--- src/sv/assert_macros.svh ---
// assertion macros for the indicator rtl, used by msdi_seq
`ifndef ASSERT_MACROS_SVH
`define ASSERT_MACROS_SVH

// property that holds at every clock edge out of reset
`define MSDI_ASSERT(label, prop, msg) \
	label: assert property (@(posedge clk) disable iff (!arst_n) (prop)) \
		else $error(msg);

// same-cycle implication
`define MSDI_IMPLY(label, ante, cons, msg) \
	label: assert property (@(posedge clk) disable iff (!arst_n) (ante) |-> (cons)) \
		else $error(msg);

`endif

--- src/sv/msdi_pkg.sv ---
// types, constants and codes for the multi-sensor distance indicator
`timescale 1ns / 1ps
`default_nettype none
package msdi_pkg;

	localparam int MAX_SENSORS = 8;
	localparam int IDX_W       = (MAX_SENSORS > 1) ? $clog2(MAX_SENSORS) : 1;
	localparam int CNT_W       = $clog2(MAX_SENSORS + 1);
	localparam int ID_W        = 8;
	localparam int DIST_W      = 13;
	localparam int HALF_W      = 12;
	localparam int FUNC_W      = 2;
	localparam int MODE_W      = 2;
	localparam int CFG_IDX_W   = 2;
	localparam int SUM_W       = DIST_W + CNT_W;
	localparam int STEP_W      = $clog2(SUM_W);

	localparam logic [CNT_W-1:0]  CNT_MAX   = CNT_W'(MAX_SENSORS);
	localparam logic [STEP_W-1:0] STEP_LAST = STEP_W'(SUM_W - 1);

	localparam logic [DIST_W-1:0] BLINK_LIMIT_RST = DIST_W'(300);
	localparam logic [DIST_W-1:0] ON_LIMIT_RST    = DIST_W'(50);

	localparam logic [FUNC_W-1:0] FUNC_UPDATE   = 2'd0;
	localparam logic [FUNC_W-1:0] FUNC_REGISTER = 2'd1;
	localparam logic [FUNC_W-1:0] FUNC_REMOVE   = 2'd2;
	localparam logic [FUNC_W-1:0] FUNC_NONE     = 2'd3;

	localparam logic [MODE_W-1:0] MODE_OFF   = 2'd0;
	localparam logic [MODE_W-1:0] MODE_BLINK = 2'd1;
	localparam logic [MODE_W-1:0] MODE_ON    = 2'd2;

	localparam logic [CFG_IDX_W-1:0] CFG_BLINK_LIMIT   = 2'd0;
	localparam logic [CFG_IDX_W-1:0] CFG_ON_LIMIT      = 2'd1;
	localparam logic [CFG_IDX_W-1:0] CFG_OUTPUT_ENABLE = 2'd2;

	typedef struct packed {
		logic [ID_W-1:0]   id;
		logic [DIST_W-1:0] dist_mm;
		logic              known;
	} entry_t;

	typedef struct packed {
		logic              en;
		logic [IDX_W-1:0]  addr;
		entry_t            entry;
	} tbl_wr_t;

	typedef struct packed {
		logic [DIST_W-1:0] blink_limit;
		logic [DIST_W-1:0] on_limit;
		logic              output_enable;
	} cfg_t;

endpackage
`default_nettype wire

--- src/sv/msdi_table.sv ---
// sensor table memory, one write port and one registered read port
`timescale 1ns / 1ps
`default_nettype none
module msdi_table (
	input  wire logic                        clk,
	input  wire msdi_pkg::tbl_wr_t           wr,
	input  wire logic [msdi_pkg::IDX_W-1:0]  rd_addr,
	output msdi_pkg::entry_t                 rd_data_q
);
	import msdi_pkg::*;

	entry_t mem_q [MAX_SENSORS];

	always_ff @(posedge clk) begin
		if (wr.en) begin
			mem_q[wr.addr] <= wr.entry;
		end
		rd_data_q <= mem_q[rd_addr];
	end

endmodule
`default_nettype wire

--- src/sv/msdi_div.sv ---
// restoring divider, one quotient bit per cycle
`timescale 1ns / 1ps
`default_nettype none
module msdi_div (
	input  wire logic                        clk,
	input  wire logic                        arst_n,
	input  wire logic                        start,
	input  wire logic [msdi_pkg::SUM_W-1:0]  dividend,
	input  wire logic [msdi_pkg::CNT_W-1:0]  divisor,
	output logic                             busy,
	output logic                             done,
	output logic [msdi_pkg::SUM_W-1:0]       quotient
);
	import msdi_pkg::*;

	logic              busy_q;
	logic              done_q;
	logic [STEP_W-1:0] step_q;
	logic [CNT_W-1:0]  rem_q;
	logic [CNT_W-1:0]  dvs_q;
	logic [SUM_W-1:0]  quo_q;

	logic [CNT_W:0]    trial;
	logic [CNT_W:0]    diff;
	logic              ge;

	assign trial = {rem_q, quo_q[SUM_W-1]};
	assign diff  = trial - {1'b0, dvs_q};
	assign ge    = trial >= {1'b0, dvs_q};

	always_ff @(posedge clk or negedge arst_n) begin
		if (!arst_n) begin
			busy_q <= 1'b0;
			done_q <= 1'b0;
			step_q <= '0;
		end else begin
			done_q <= 1'b0;
			if (start) begin
				busy_q <= 1'b1;
				step_q <= '0;
			end else if (busy_q) begin
				if (step_q == STEP_LAST) begin
					busy_q <= 1'b0;
					done_q <= 1'b1;
				end else begin
					step_q <= step_q + STEP_W'(1);
				end
			end
		end
	end

	always_ff @(posedge clk) begin
		if (start) begin
			quo_q <= dividend;
			rem_q <= '0;
			dvs_q <= divisor;
		end else if (busy_q) begin
			quo_q <= {quo_q[SUM_W-2:0], ge};
			rem_q <= ge ? diff[CNT_W-1:0] : trial[CNT_W-1:0];
		end
	end

	assign busy     = busy_q;
	assign done     = done_q;
	assign quotient = quo_q;

endmodule
`default_nettype wire

--- src/sv/msdi_seq.sv ---
// sequencer: table walk, sum of known distances, result word
`timescale 1ns / 1ps
`default_nettype none
`include "assert_macros.svh"
module msdi_seq (
	input  wire logic                          clk,
	input  wire logic                          arst_n,
	input  wire msdi_pkg::cfg_t                cfg,
	input  wire logic                          in_valid,
	output logic                               in_stall,
	input  wire logic [msdi_pkg::FUNC_W-1:0]   func,
	input  wire logic [msdi_pkg::ID_W-1:0]     sensor_id,
	input  wire logic [msdi_pkg::DIST_W-1:0]   distance,
	input  wire logic                          distance_known,
	output logic                               out_valid,
	input  wire logic                          out_stall,
	output logic                               is_drive,
	output logic [msdi_pkg::MODE_W-1:0]        drive_mode,
	output logic [msdi_pkg::HALF_W-1:0]        blink_half_period,
	output logic                               op_ok,
	output msdi_pkg::tbl_wr_t                  tbl_wr,
	output logic [msdi_pkg::IDX_W-1:0]         rd_addr,
	input  wire msdi_pkg::entry_t              rd_data_q,
	output logic                               div_start,
	output logic [msdi_pkg::SUM_W-1:0]         div_dividend,
	output logic [msdi_pkg::CNT_W-1:0]         div_divisor,
	input  wire logic                          div_busy,
	input  wire logic                          div_done,
	input  wire logic [msdi_pkg::SUM_W-1:0]    div_quotient
);
	import msdi_pkg::*;

	localparam logic [2:0] ST_IDLE   = 3'd0;
	localparam logic [2:0] ST_WALK   = 3'd1;
	localparam logic [2:0] ST_FINISH = 3'd2;
	localparam logic [2:0] ST_DIV    = 3'd3;
	localparam logic [2:0] ST_RES    = 3'd4;

	logic [2:0]        state_q, state_d;
	logic [CNT_W-1:0]  cnt_q;
	logic [CNT_W-1:0]  ptr_q;
	logic              rd_vld_s1;
	logic [IDX_W-1:0]  rd_idx_s1;
	logic              found_q;
	logic              out_valid_q;

	logic [FUNC_W-1:0] func_q;
	logic [ID_W-1:0]   id_q;
	logic [DIST_W-1:0] dist_q;
	logic              dknown_q;
	logic [SUM_W-1:0]  sum_q;
	logic [CNT_W-1:0]  kcnt_q;
	logic              is_drive_q;
	logic [MODE_W-1:0] mode_q;
	logic [HALF_W-1:0] half_q;
	logic              ok_q;

	logic              in_acc;
	logic              issue;
	logic              match;
	logic              use_new;
	logic              add_known;
	logic [DIST_W-1:0] add_dist;
	logic              reg_ok;
	logic              out_free;
	logic              res_load;
	logic              res_drive;
	logic [MODE_W-1:0] res_mode;
	logic [HALF_W-1:0] res_half;
	logic              res_ok;
	logic              commit;

	assign in_stall  = state_q != ST_IDLE;
	assign in_acc    = in_valid && !in_stall;
	assign issue     = (state_q == ST_WALK) && (ptr_q < cnt_q);
	assign rd_addr   = ptr_q[IDX_W-1:0];
	assign match     = rd_vld_s1 && (rd_data_q.id == id_q);
	assign use_new   = (func_q == FUNC_UPDATE) && match;
	assign add_known = use_new ? dknown_q : rd_data_q.known;
	assign add_dist  = use_new ? dist_q : rd_data_q.dist_mm;
	assign reg_ok    = !found_q && (cnt_q < CNT_MAX);
	assign out_free  = !out_valid_q || !out_stall;

	assign div_start    = (state_q == ST_FINISH) && (func_q == FUNC_UPDATE)
		&& cfg.output_enable && (kcnt_q != '0);
	assign div_dividend = sum_q;
	assign div_divisor  = kcnt_q;

	// result word
	always_comb begin
		res_load  = 1'b0;
		res_drive = 1'b0;
		res_mode  = MODE_OFF;
		res_half  = '0;
		res_ok    = 1'b0;
		if (state_q == ST_FINISH
			&& (func_q == FUNC_REGISTER || func_q == FUNC_REMOVE)) begin
			res_load = out_free;
			res_ok   = (func_q == FUNC_REGISTER) ? reg_ok : found_q;
		end else if (state_q == ST_RES) begin
			res_load  = out_free;
			res_drive = 1'b1;
			if (kcnt_q == '0) begin
				res_mode = MODE_OFF;
			end else if (div_quotient > SUM_W'(cfg.blink_limit)) begin
				res_mode = MODE_OFF;
			end else if (div_quotient > SUM_W'(cfg.on_limit)) begin
				res_mode = MODE_BLINK;
				res_half = div_quotient[HALF_W:1];
			end else begin
				res_mode = MODE_ON;
			end
		end
	end

	assign commit = (state_q == ST_FINISH) && res_load;

	// table write
	always_comb begin
		tbl_wr = '0;
		if (state_q == ST_WALK && rd_vld_s1) begin
			if (use_new) begin
				tbl_wr.en    = 1'b1;
				tbl_wr.addr  = rd_idx_s1;
				tbl_wr.entry = '{id: id_q, dist_mm: dist_q, known: dknown_q};
			end else if (func_q == FUNC_REMOVE && found_q) begin
				tbl_wr.en    = 1'b1;
				tbl_wr.addr  = rd_idx_s1 - IDX_W'(1);
				tbl_wr.entry = rd_data_q;
			end
		end else if (commit && func_q == FUNC_REGISTER && reg_ok) begin
			tbl_wr.en    = 1'b1;
			tbl_wr.addr  = cnt_q[IDX_W-1:0];
			tbl_wr.entry = '{id: id_q, dist_mm: '0, known: 1'b0};
		end
	end

	always_comb begin
		state_d = state_q;
		unique case (state_q)
			ST_IDLE: begin
				if (in_acc && func != FUNC_NONE) begin
					state_d = ST_WALK;
				end
			end
			ST_WALK: begin
				if (!issue && !rd_vld_s1) begin
					state_d = ST_FINISH;
				end
			end
			ST_FINISH: begin
				if (func_q == FUNC_UPDATE) begin
					if (!cfg.output_enable) begin
						state_d = ST_IDLE;
					end else if (kcnt_q == '0) begin
						state_d = ST_RES;
					end else begin
						state_d = ST_DIV;
					end
				end else if (res_load) begin
					state_d = ST_IDLE;
				end
			end
			ST_DIV: begin
				if (div_done) begin
					state_d = ST_RES;
				end
			end
			ST_RES: begin
				if (res_load) begin
					state_d = ST_IDLE;
				end
			end
			default: begin
				state_d = ST_IDLE;
			end
		endcase
	end

	always_ff @(posedge clk or negedge arst_n) begin
		if (!arst_n) begin
			state_q     <= ST_IDLE;
			cnt_q       <= '0;
			ptr_q       <= '0;
			rd_vld_s1   <= 1'b0;
			found_q     <= 1'b0;
			out_valid_q <= 1'b0;
		end else begin
			state_q   <= state_d;
			rd_vld_s1 <= issue;
			if (in_acc) begin
				ptr_q   <= '0;
				found_q <= 1'b0;
			end else begin
				if (issue) begin
					ptr_q <= ptr_q + CNT_W'(1);
				end
				if (state_q == ST_WALK && match) begin
					found_q <= 1'b1;
				end
			end
			if (commit) begin
				if (func_q == FUNC_REGISTER && reg_ok) begin
					cnt_q <= cnt_q + CNT_W'(1);
				end else if (func_q == FUNC_REMOVE && found_q) begin
					cnt_q <= cnt_q - CNT_W'(1);
				end
			end
			if (res_load) begin
				out_valid_q <= 1'b1;
			end else if (!out_stall) begin
				out_valid_q <= 1'b0;
			end
		end
	end

	always_ff @(posedge clk) begin
		if (in_acc) begin
			func_q   <= func;
			id_q     <= sensor_id;
			dist_q   <= distance;
			dknown_q <= distance_known;
			sum_q    <= '0;
			kcnt_q   <= '0;
		end else if (state_q == ST_WALK && rd_vld_s1 && add_known) begin
			sum_q  <= sum_q + SUM_W'(add_dist);
			kcnt_q <= kcnt_q + CNT_W'(1);
		end
		rd_idx_s1 <= ptr_q[IDX_W-1:0];
		if (res_load) begin
			is_drive_q <= res_drive;
			mode_q     <= res_mode;
			half_q     <= res_half;
			ok_q       <= res_ok;
		end
	end

	assign out_valid         = out_valid_q;
	assign is_drive          = is_drive_q;
	assign drive_mode        = mode_q;
	assign blink_half_period = half_q;
	assign op_ok             = ok_q;

	`MSDI_ASSERT(a_cnt_range, cnt_q <= CNT_MAX, "entry count above table size")
	`MSDI_IMPLY(a_cnt_step, cnt_q != $past(cnt_q), $past(state_q) == ST_FINISH, "count moved outside finish")
	`MSDI_IMPLY(a_drive_word, out_valid_q && is_drive_q, !ok_q, "drive word with op_ok set")
	`MSDI_IMPLY(a_reply_word, out_valid_q && !is_drive_q, mode_q == MODE_OFF && half_q == '0, "reply word with drive fields")
	`MSDI_IMPLY(a_div_idle, div_start, !div_busy, "divider started while busy")

endmodule
`default_nettype wire

--- src/sv/multi_sensor_distance_indicator_core.sv ---
// Top level of the multi-sensor distance indicator.
// Input channel (in_valid / in_stall) takes one word per operation: a distance
// update, a sensor register or a sensor remove, keyed by sensor_id.
// Output channel (out_valid / out_stall) gives one word per register or remove
// (op_ok) and, with output_enable set, one drive word per update.
// Config channel (cfg_valid / cfg_ready, cfg_index, cfg_data) writes
// blink_limit, on_limit and output_enable; cfg_ready is always high.
// An operation walks the sensor table one entry a cycle through the registered
// memory port and then finishes (register and remove commit there); an update
// with output_enable set also runs a serial divide when the table holds a known
// distance, and then a result step. in_stall is high for all of that time and
// the next word is taken the cycle after.
// The finished word sits in an output register, so a stall on the output only
// holds the block once a second word is ready.
// Reset empties the table and loads the default limits (300, 50, enabled).
`timescale 1ns / 1ps
`default_nettype none
module multi_sensor_distance_indicator_core (
	input  wire logic                             clk,
	input  wire logic                             arst_n,
	input  wire logic                             cfg_valid,
	output logic                                  cfg_ready,
	input  wire logic [msdi_pkg::CFG_IDX_W-1:0]   cfg_index,
	input  wire logic [msdi_pkg::DIST_W-1:0]      cfg_data,
	input  wire logic                             in_valid,
	output logic                                  in_stall,
	input  wire logic [msdi_pkg::FUNC_W-1:0]      func,
	input  wire logic [msdi_pkg::ID_W-1:0]        sensor_id,
	input  wire logic [msdi_pkg::DIST_W-1:0]      distance,
	input  wire logic                             distance_known,
	output logic                                  out_valid,
	input  wire logic                             out_stall,
	output logic                                  is_drive,
	output logic [msdi_pkg::MODE_W-1:0]           drive_mode,
	output logic [msdi_pkg::HALF_W-1:0]           blink_half_period,
	output logic                                  op_ok
);
	import msdi_pkg::*;

	cfg_t             cfg_q;
	tbl_wr_t          tbl_wr;
	logic [IDX_W-1:0] rd_addr;
	entry_t           rd_data_q;
	logic             div_start;
	logic [SUM_W-1:0] div_dividend;
	logic [CNT_W-1:0] div_divisor;
	logic             div_busy;
	logic             div_done;
	logic [SUM_W-1:0] div_quotient;

	assign cfg_ready = 1'b1;

	always_ff @(posedge clk or negedge arst_n) begin
		if (!arst_n) begin
			cfg_q.blink_limit   <= BLINK_LIMIT_RST;
			cfg_q.on_limit      <= ON_LIMIT_RST;
			cfg_q.output_enable <= 1'b1;
		end else if (cfg_valid && cfg_ready) begin
			unique case (cfg_index)
				CFG_BLINK_LIMIT:   cfg_q.blink_limit   <= cfg_data;
				CFG_ON_LIMIT:      cfg_q.on_limit      <= cfg_data;
				CFG_OUTPUT_ENABLE: cfg_q.output_enable <= cfg_data[0];
				default: begin
				end
			endcase
		end
	end

	msdi_table u_table (
		.clk       (clk),
		.wr        (tbl_wr),
		.rd_addr   (rd_addr),
		.rd_data_q (rd_data_q)
	);

	msdi_div u_div (
		.clk      (clk),
		.arst_n   (arst_n),
		.start    (div_start),
		.dividend (div_dividend),
		.divisor  (div_divisor),
		.busy     (div_busy),
		.done     (div_done),
		.quotient (div_quotient)
	);

	msdi_seq u_seq (
		.clk               (clk),
		.arst_n            (arst_n),
		.cfg               (cfg_q),
		.in_valid          (in_valid),
		.in_stall          (in_stall),
		.func              (func),
		.sensor_id         (sensor_id),
		.distance          (distance),
		.distance_known    (distance_known),
		.out_valid         (out_valid),
		.out_stall         (out_stall),
		.is_drive          (is_drive),
		.drive_mode        (drive_mode),
		.blink_half_period (blink_half_period),
		.op_ok             (op_ok),
		.tbl_wr            (tbl_wr),
		.rd_addr           (rd_addr),
		.rd_data_q         (rd_data_q),
		.div_start         (div_start),
		.div_dividend      (div_dividend),
		.div_divisor       (div_divisor),
		.div_busy          (div_busy),
		.div_done          (div_done),
		.div_quotient      (div_quotient)
	);

endmodule
`default_nettype wire
--- config.mk ---
export PLATFORM = sky130hd
export DESIGN_NAME = multi_sensor_distance_indicator_core
export DESIGN_NICKNAME = d
export VERILOG_FILES = /design/src/sv/msdi_pkg.sv /design/src/sv/msdi_table.sv /design/src/sv/msdi_div.sv /design/src/sv/msdi_seq.sv /design/src/sv/multi_sensor_distance_indicator_core.sv
export VERILOG_INCLUDE_DIRS = /design/src /design/src/sv
export SDC_FILE = /design/constraint.sdc
export NUM_CORES = 1
export LEC_CHECK = 0
export BUFFER_PORTS_ARGS = -buffer_cell sky130_fd_sc_hd__buf_2
export CAP_MARGIN = 15
export CORE_ASPECT_RATIO = 1.4
export CORE_MARGIN = 5
export CORE_UTILIZATION = 40
export DETAILED_ROUTE_END_ITERATION = 8
export PLACE_DENSITY = 0.59
export SKIP_LAST_GASP = 1
export SYNTH_ARGS = -nofsm -noshare
export SYNTH_HDL_FRONTEND = slang
export SYNTH_SLANG_ARGS = --single-unit
--- constraint.sdc ---
create_clock -name clk -period 4.59 [get_ports clk]
set_input_delay 0.918 -clock clk [delete_from_list [all_inputs] [get_ports clk]]
set_output_delay 0.918 -clock clk [all_outputs]
set_load 0.01 [all_outputs]
# Word level (Yosys, flattened, before mapping)
# Memory sizes are Yosys's and may differ from the RTL's. A register that Yosys moved wholly into a read port is not among the register bits.
# Cells that the tools add are included.
dict set report word_totals {
  input_bits 44
  mem_count 1
  ram_bits 176
  elab_cells 144
  register_bits 137
  out_inout_bits 19
}
# memory depth width rd rd_ports_with_merged_regs wr line
set memory_table {}
lappend memory_table {u_table.mem_q 8 22 1 1 1 msdi_table.sv:12} ;# entry_t mem_q [MAX_SENSORS];
dict set report op_classes {
  n_reduce_logical 45
  n_bitwise 2
  muxes 41
  add_sub_neg 8
  eq_ne 16
  n_lt_le_gt_ge 5
}
# cell count
set op_table {}
lappend op_table {{$mux W26} 4}
lappend op_table {{$gt A17 B13 Y1} 2}
lappend op_table {{$mux W17} 2}
lappend op_table {{$mux W3} 7}
lappend op_table {{$mux W4} 5}
lappend op_table {{$logic_and A1 B1 Y1} 19}
lappend op_table {{$add A17 B13 Y17} 1}
lappend op_table {{$mux W1} 17}
lappend op_table {{$mux W5} 3}
lappend op_table {{$pmux W3 S5} 1}
lappend op_table {{$mux W13} 1}
lappend op_table {{$add A4 B1 Y4 const B} 3}
lappend op_table {{$reduce_and A2 Y1} 5}
lappend op_table {{$eq A8 B8 Y1} 1}
lappend op_table {{$reduce_bool A2 Y1} 4}
lappend op_table {{$eq A3 B2 Y1 const B} 2}
lappend op_table {{$logic_not A1 Y1} 6}
lappend op_table {{$ne A2 B1 Y1 const B} 3}
lappend op_table {{$ne A2 B2 Y1 const B} 3}
lappend op_table {{$add A5 B1 Y5 const B} 1}
lappend op_table {{$eq A5 B5 Y1 const B} 1}
lappend op_table {{$ge A5 B4 Y1} 1}
lappend op_table {{$reduce_or A5 Y1} 1}
lappend op_table {{$eq A2 B1 Y1 const B} 2}
lappend op_table {{18 further kinds} 22}

# Longest topological paths before layout
dict set report depth {
  depth_word 11
  depth_mapped 16
  mapped_depth_nobuf 15
}

# Modules after synthesis
# A second synthesis with hierarchy kept.
dict set report unflattened {
  cells_unflattened 983
  hier_area_um2 14991.9
}
# module n_inst cells_each seq_area_each_um2 area_each_um2
set by_module_without_submodules {}
lappend by_module_without_submodules {msdi_table 1 289 5725.5 7250.7}
lappend by_module_without_submodules {msdi_seq 1 521 2031.9 5149.9}
lappend by_module_without_submodules {msdi_div 1 112 885.8 1525.2}
lappend by_module_without_submodules {multi_sensor_distance_indicator_core 1 61 685.7 1066.0}

# Worst setup path before layout
# No wires, ideal clock.
dict set report synth_path {
  path_kind {reg-to-reg}
  from {register u_seq.func_q[0]}
  to {register u_seq.sum_q[14], in the netlist u_seq.div_dividend[14]}
  stages_incl_launch_ff 17
  setup_time_ns 0.072
  setup_slack_ns 1.241
  t_required_ns 4.518
  period_less_slack_ns 3.349
  path_buffers 2
  arrival_time_ns 3.277
  path_cell_list {edfxtp_1 > inv_1 > ha_1 > and3_1 > and3_1 > buf_2 > buf_2 > nand2_1 > nand2_1 > fa_1 > a211oi_1 > o211ai_1 > and2_1 > a311oi_2 > nor2b_1 > o211ai_1 > mux2i_1}
}
dict set report synth_via {
  elab_chain_cells 4
  elab_cells_between_ends 6
  cone_classes {add/sub (1); mux (2); reduce/logical (3)}
}
# item line
set synth_rtl {}
lappend synth_rtl {{start: declaration} msdi_seq.sv:47} ;# logic [FUNC_W-1:0] func_q;
lappend synth_rtl {{start signal: assignment} msdi_seq.sv:219} ;# func_q <= func;
lappend synth_rtl {{$logic_not A2 Y1 *} msdi_seq.sv:78} ;# assign use_new = (func_q == FUNC_UPDATE) && match;
lappend synth_rtl {{$logic_and A1 B1 Y1 *} msdi_seq.sv:78}
lappend synth_rtl {{$mux W13 / $mux W1 (equally long branches)} {msdi_seq.sv:80, msdi_seq.sv:79}}
lappend synth_rtl {{$add A17 B13 Y17 / $logic_and A1 B1 Y1 (equally long branches)} {msdi_seq.sv:226, msdi_seq.sv:225}}
lappend synth_rtl {{end signal: assignment} msdi_seq.sv:226} ;# sum_q <= sum_q + SUM_W'(add_dist);
lappend synth_rtl {{end: declaration} msdi_seq.sv:51} ;# logic [SUM_W-1:0] sum_q;
# Mark *: on every way between the ends. The rest lies on a longest branch, timed or not.
# A chain may end at the register's enable or synchronous reset.

# Worst setup path after layout
# Ends and elaborated chain as after synthesis.

==> out/metrics.yaml <==
synth:
  synth_compound_area_share_pct: 6.153
  synth-seq-cells: 335
  ys_seq_area_share_pct: 63.89
  synth_top_area_share_pct: 48.74
  synthCells: 1043
  synth_commonest_cells: "237 x edfxtp_1, 120 x nand2_1, 57 x ha_1, 57 x inv_1, 52 x o21ai_0"
  yosys_warnings: 0
  async_reset_ff_share_pct: 14.33
  synth_fa_ha_area_share_pct: 5.296
  synth_fp_nets: 1147
  synth_top_family_by_area: "multiplexers"
  synth.most_common_cell: "edfxtp_1"
  yosysTopAreaCell: "edfxtp_1"
  synth_area_leaders: "edfxtp_1 49%, dfrtp_1 6.9%, dfxtp_1 6.9%, mux4_2 6.8%, ha_1 4.9%"
  synthMuxAreaShare_pct: 10.76
  synth.distinct_cells: 67
  synthFlopType: "edfxtp_1"
  avgSynthCellArea_sq_um: 14.00
  synth_edf_count: 237
  synth_area_sq_um: 14600
  synth_xor_xnor_area_share_pct: 1.680
  yosys.area_share.simple_pct: 9.392
final_layout:
  final_area_sq_um: 16630
  fin_cells: 1611
  finish.utilization_pct: 46.31
  num_antenna_cells: 0
  layout.nets: 1226
  drive_above_1_share_pct: 22.02
  syn_to_final_growth_pct: 13.89
routing:
  ant_nets: 0
  drc: 0
  num_vias: 8371
  drt_iter0_markers: 508
  firstDrtPassIters: 5
  wl_per_cell_um: 18.50
  wirelength_um: 29800
  via_per_inst: 5.196
global_routing:
  antenna_found_initial: 0
  busiest_layer: "met2"
  use_met2_pct: 25.11
  grt_pass1_wl_um: 47530
  grt_overflow: 0
  grt_max_degree: 49
  grt_pass1_vias: 8584
  grt_use_met3_pct: 2.446
  met1_usage_pct: 19.71
  grt_usage_pct: 14.88
timing:
  rsz0062_at_grt: "false"
  setup_violations: 0
  worstMarginPinSlew_ps: 1047
  finalSetupTns_ps: 0
  post-route-period-util_pct: 81.62
  slew-limit-headroom_pct: 30.18
  hold_viol: 0
  post-route-min-period_ps: 3746
  report.final.slew_viol_count: 0
  fmax_mhz: 266.9
  skew_ps: 19.85
pwr:
  p_leak_uw: 0.006278
  ir_drop_uv: 298.1
  clkPwrFrac_pct: 30.0
  comb_power_share_pct: 26.6
  internal_power_uw: 6502
  total_power_uw: 9325
  pwr-share-seq_pct: 43.4
  pwr_density_cell_nw_per_um2: 560.8
  p_sw_share_pct: 30.28
  p_switching_uw: 2824
placement:
  place.gp.congestion: 0.8391
  placed_cells: 1546
  dpl.hpwl_um: 19560
  port_buffers: 61
  placed_cell_area_sq_um: 15470
critical_path:
  critical_path_required_ps: 5030
  path_class: "reg2reg"
  path_max_fanout: 12
  worstSetupStartpoint: "u_seq.func_q[0]$_DFFE_PP_"
  cpPeakStageDelay_ps: 450
  crit_chain: "inv_1 > ha_1 > and3_1 > and3_1 > buf_4 > nand2_1 > nand2_1 > ha_1 > a211oi_1 > o211ai_1 > and2_1 > a311oi_2 > nor2b_1 > o211ai_1 > mux2i_1"
  slowest_stage: "and3_1"
  cp-start-kind: "flip-flop"
  r2r_start: "u_seq.func_q[0]$_DFFE_PP_"
  cp-end-kind: "flip-flop"
  worstPathArrival_ps: 4180
clocking:
  cts_setup_buffers: 0
  cts-resized-gates: 0
  clockBufferDepth: 3
  root_buffer: "clkbuf_16"
  hold_buffers: 0
  path_clk_slew_ps: 60
  cts_tree: "built"
  cts_buffers: 36
  cts.sinks: 335
  htreeDepth: 2
  clock_latency_ps: 520
flow_run:
  max_cap_violations: 0
floorplan:
  die_h_um: 236.1
  start_util_pct: 40.66
  die_x_um: 171.5
  coreArea_sq_um: 35910
  row_count: 82
  io_pins: 63
  die_area_sq_um: 40480
worst_hold_path:
  min_path_type: "in2async"
status:
  status: "complete, no violations"
==> cells in the final DEF, fill, tap and decap left out, types with 9 or more instances in the layout <==
master,instances
nor2b_1,10
nand4_1,12
buf_4,19
inv_1,57
nor2_2,9
ha_1,57
dfrtp_1,38
nand2b_1,11
nand2_1,120
nor3_1,19
mux2i_1,12
xnor2_1,21
clkbuf_16,38
nor2_1,41
edfxtp_1,237
dfxtp_1,50
mux2_2,40
a21oi_1,26
buf_2,61
a21o_1,11
and3_1,19
nand3_1,11
a22o_1,9
o21ai_0,52
mux4_2,44
==> worst max-delay path, delay by kind of cell (launching register included) <==
family,cells,cell delay [ps]
fa+ha+maj,2,580
simple gates,6,1090
buf+inv,2,360
mux,1,200
flops,1,390
compound gates,4,1040
==> metrics by stage <==
step | setup WS, ps | hold slack, ps
6_report | 843.8 | 402.1
3_5_place_dp | 866.3 | 461.4
4_1_cts | 823.8 | 400.6
3_3_place_gp | 931.0 | 457.1
2_1_floorplan | 1241 | 371.6
5_1_grt | 451.5 | 440.7
==> final cells by class <==
class / count / area (sq um)
timing repair buffer: 80 / 447.9
tap: 462 / 578.1
clock inverter: 16 / 122.6
fill: 3218 / 19280
clock buffer: 49 / 1032
inverter: 59 / 221.5
sequential: 335 / 9331
multi-input combinational: 610 / 4896
==> worst paths after layout <==
| check | depth (start not counted) | slack [ps] | end |
|---|---|---|---|
| worst min register to register | 1 | 480 | u_seq.div_dividend[16]$_SDFFE_PP0P_ |
| worst max register to register | 15 | 840 | u_seq.div_dividend[14]$_SDFFE_PP0P_ |
| worst max-delay path | 15 | 840 | u_seq.div_dividend[14]$_SDFFE_PP0P_ |
| max in group asynchronous | 2 | 3380 | cfg_q[2]$_DFFE_PN1P_ |
| worst min-delay path | 1 | 400 | cfg_q[3]$_DFFE_PN0P_ |
| min in group clk | 1 | 480 | u_seq.div_dividend[16]$_SDFFE_PP0P_ |
==> logic make-up after synthesis <==
logic type,Yosys count
AND/OR/NAND/NOR,284
AO/OA/AOI/OAI,140
XOR/XNOR,28
other,1
buffers and inverters,98
adder cells (fa/ha/maj),60
flip-flops,335
multiplexers,97
==> routing by layer <==
| layer | wire [um] | vias to the layer above |
|---|---|---|
| met5 | 0 | - |
| li1 | - | 4036 |
| met4 | 767 | 0 |
| met1 | 13080 | 4130 |
| met3 | 1194 | 52 |
| met2 | 14760 | 153 |
==> registers in the layout, summed over array words and instances (netlist names), 5 cells and up <==
register,count
u_div.step_q,5
u_seq.dist_q,13
u_table.rd_data_q,22
u_div.quotient,17
u_seq.id_q,8
u_seq.blink_half_period,12
u_table.mem_q,176
cfg_q,27
u_seq.div_dividend,17
==> power groups by stage <==
| stage | clock (uW) | sequential, uW | combinational (uW) |
|---|---|---|---|
| 4_1_cts | 2870 | 4050 | 2540 |
| 5_1_grt | 3000 | 4100 | 2820 |
| 3_5_place_dp | 0 | 4110 | 2530 |
| 3_3_place_gp | 0 | 4100 | 2500 |
| 6_report | 2800 | 4050 | 2480 |
| 2_1_floorplan | 0 | 3990 | 1980 |
Note: power is estimated with default switching activity, not from simulation.
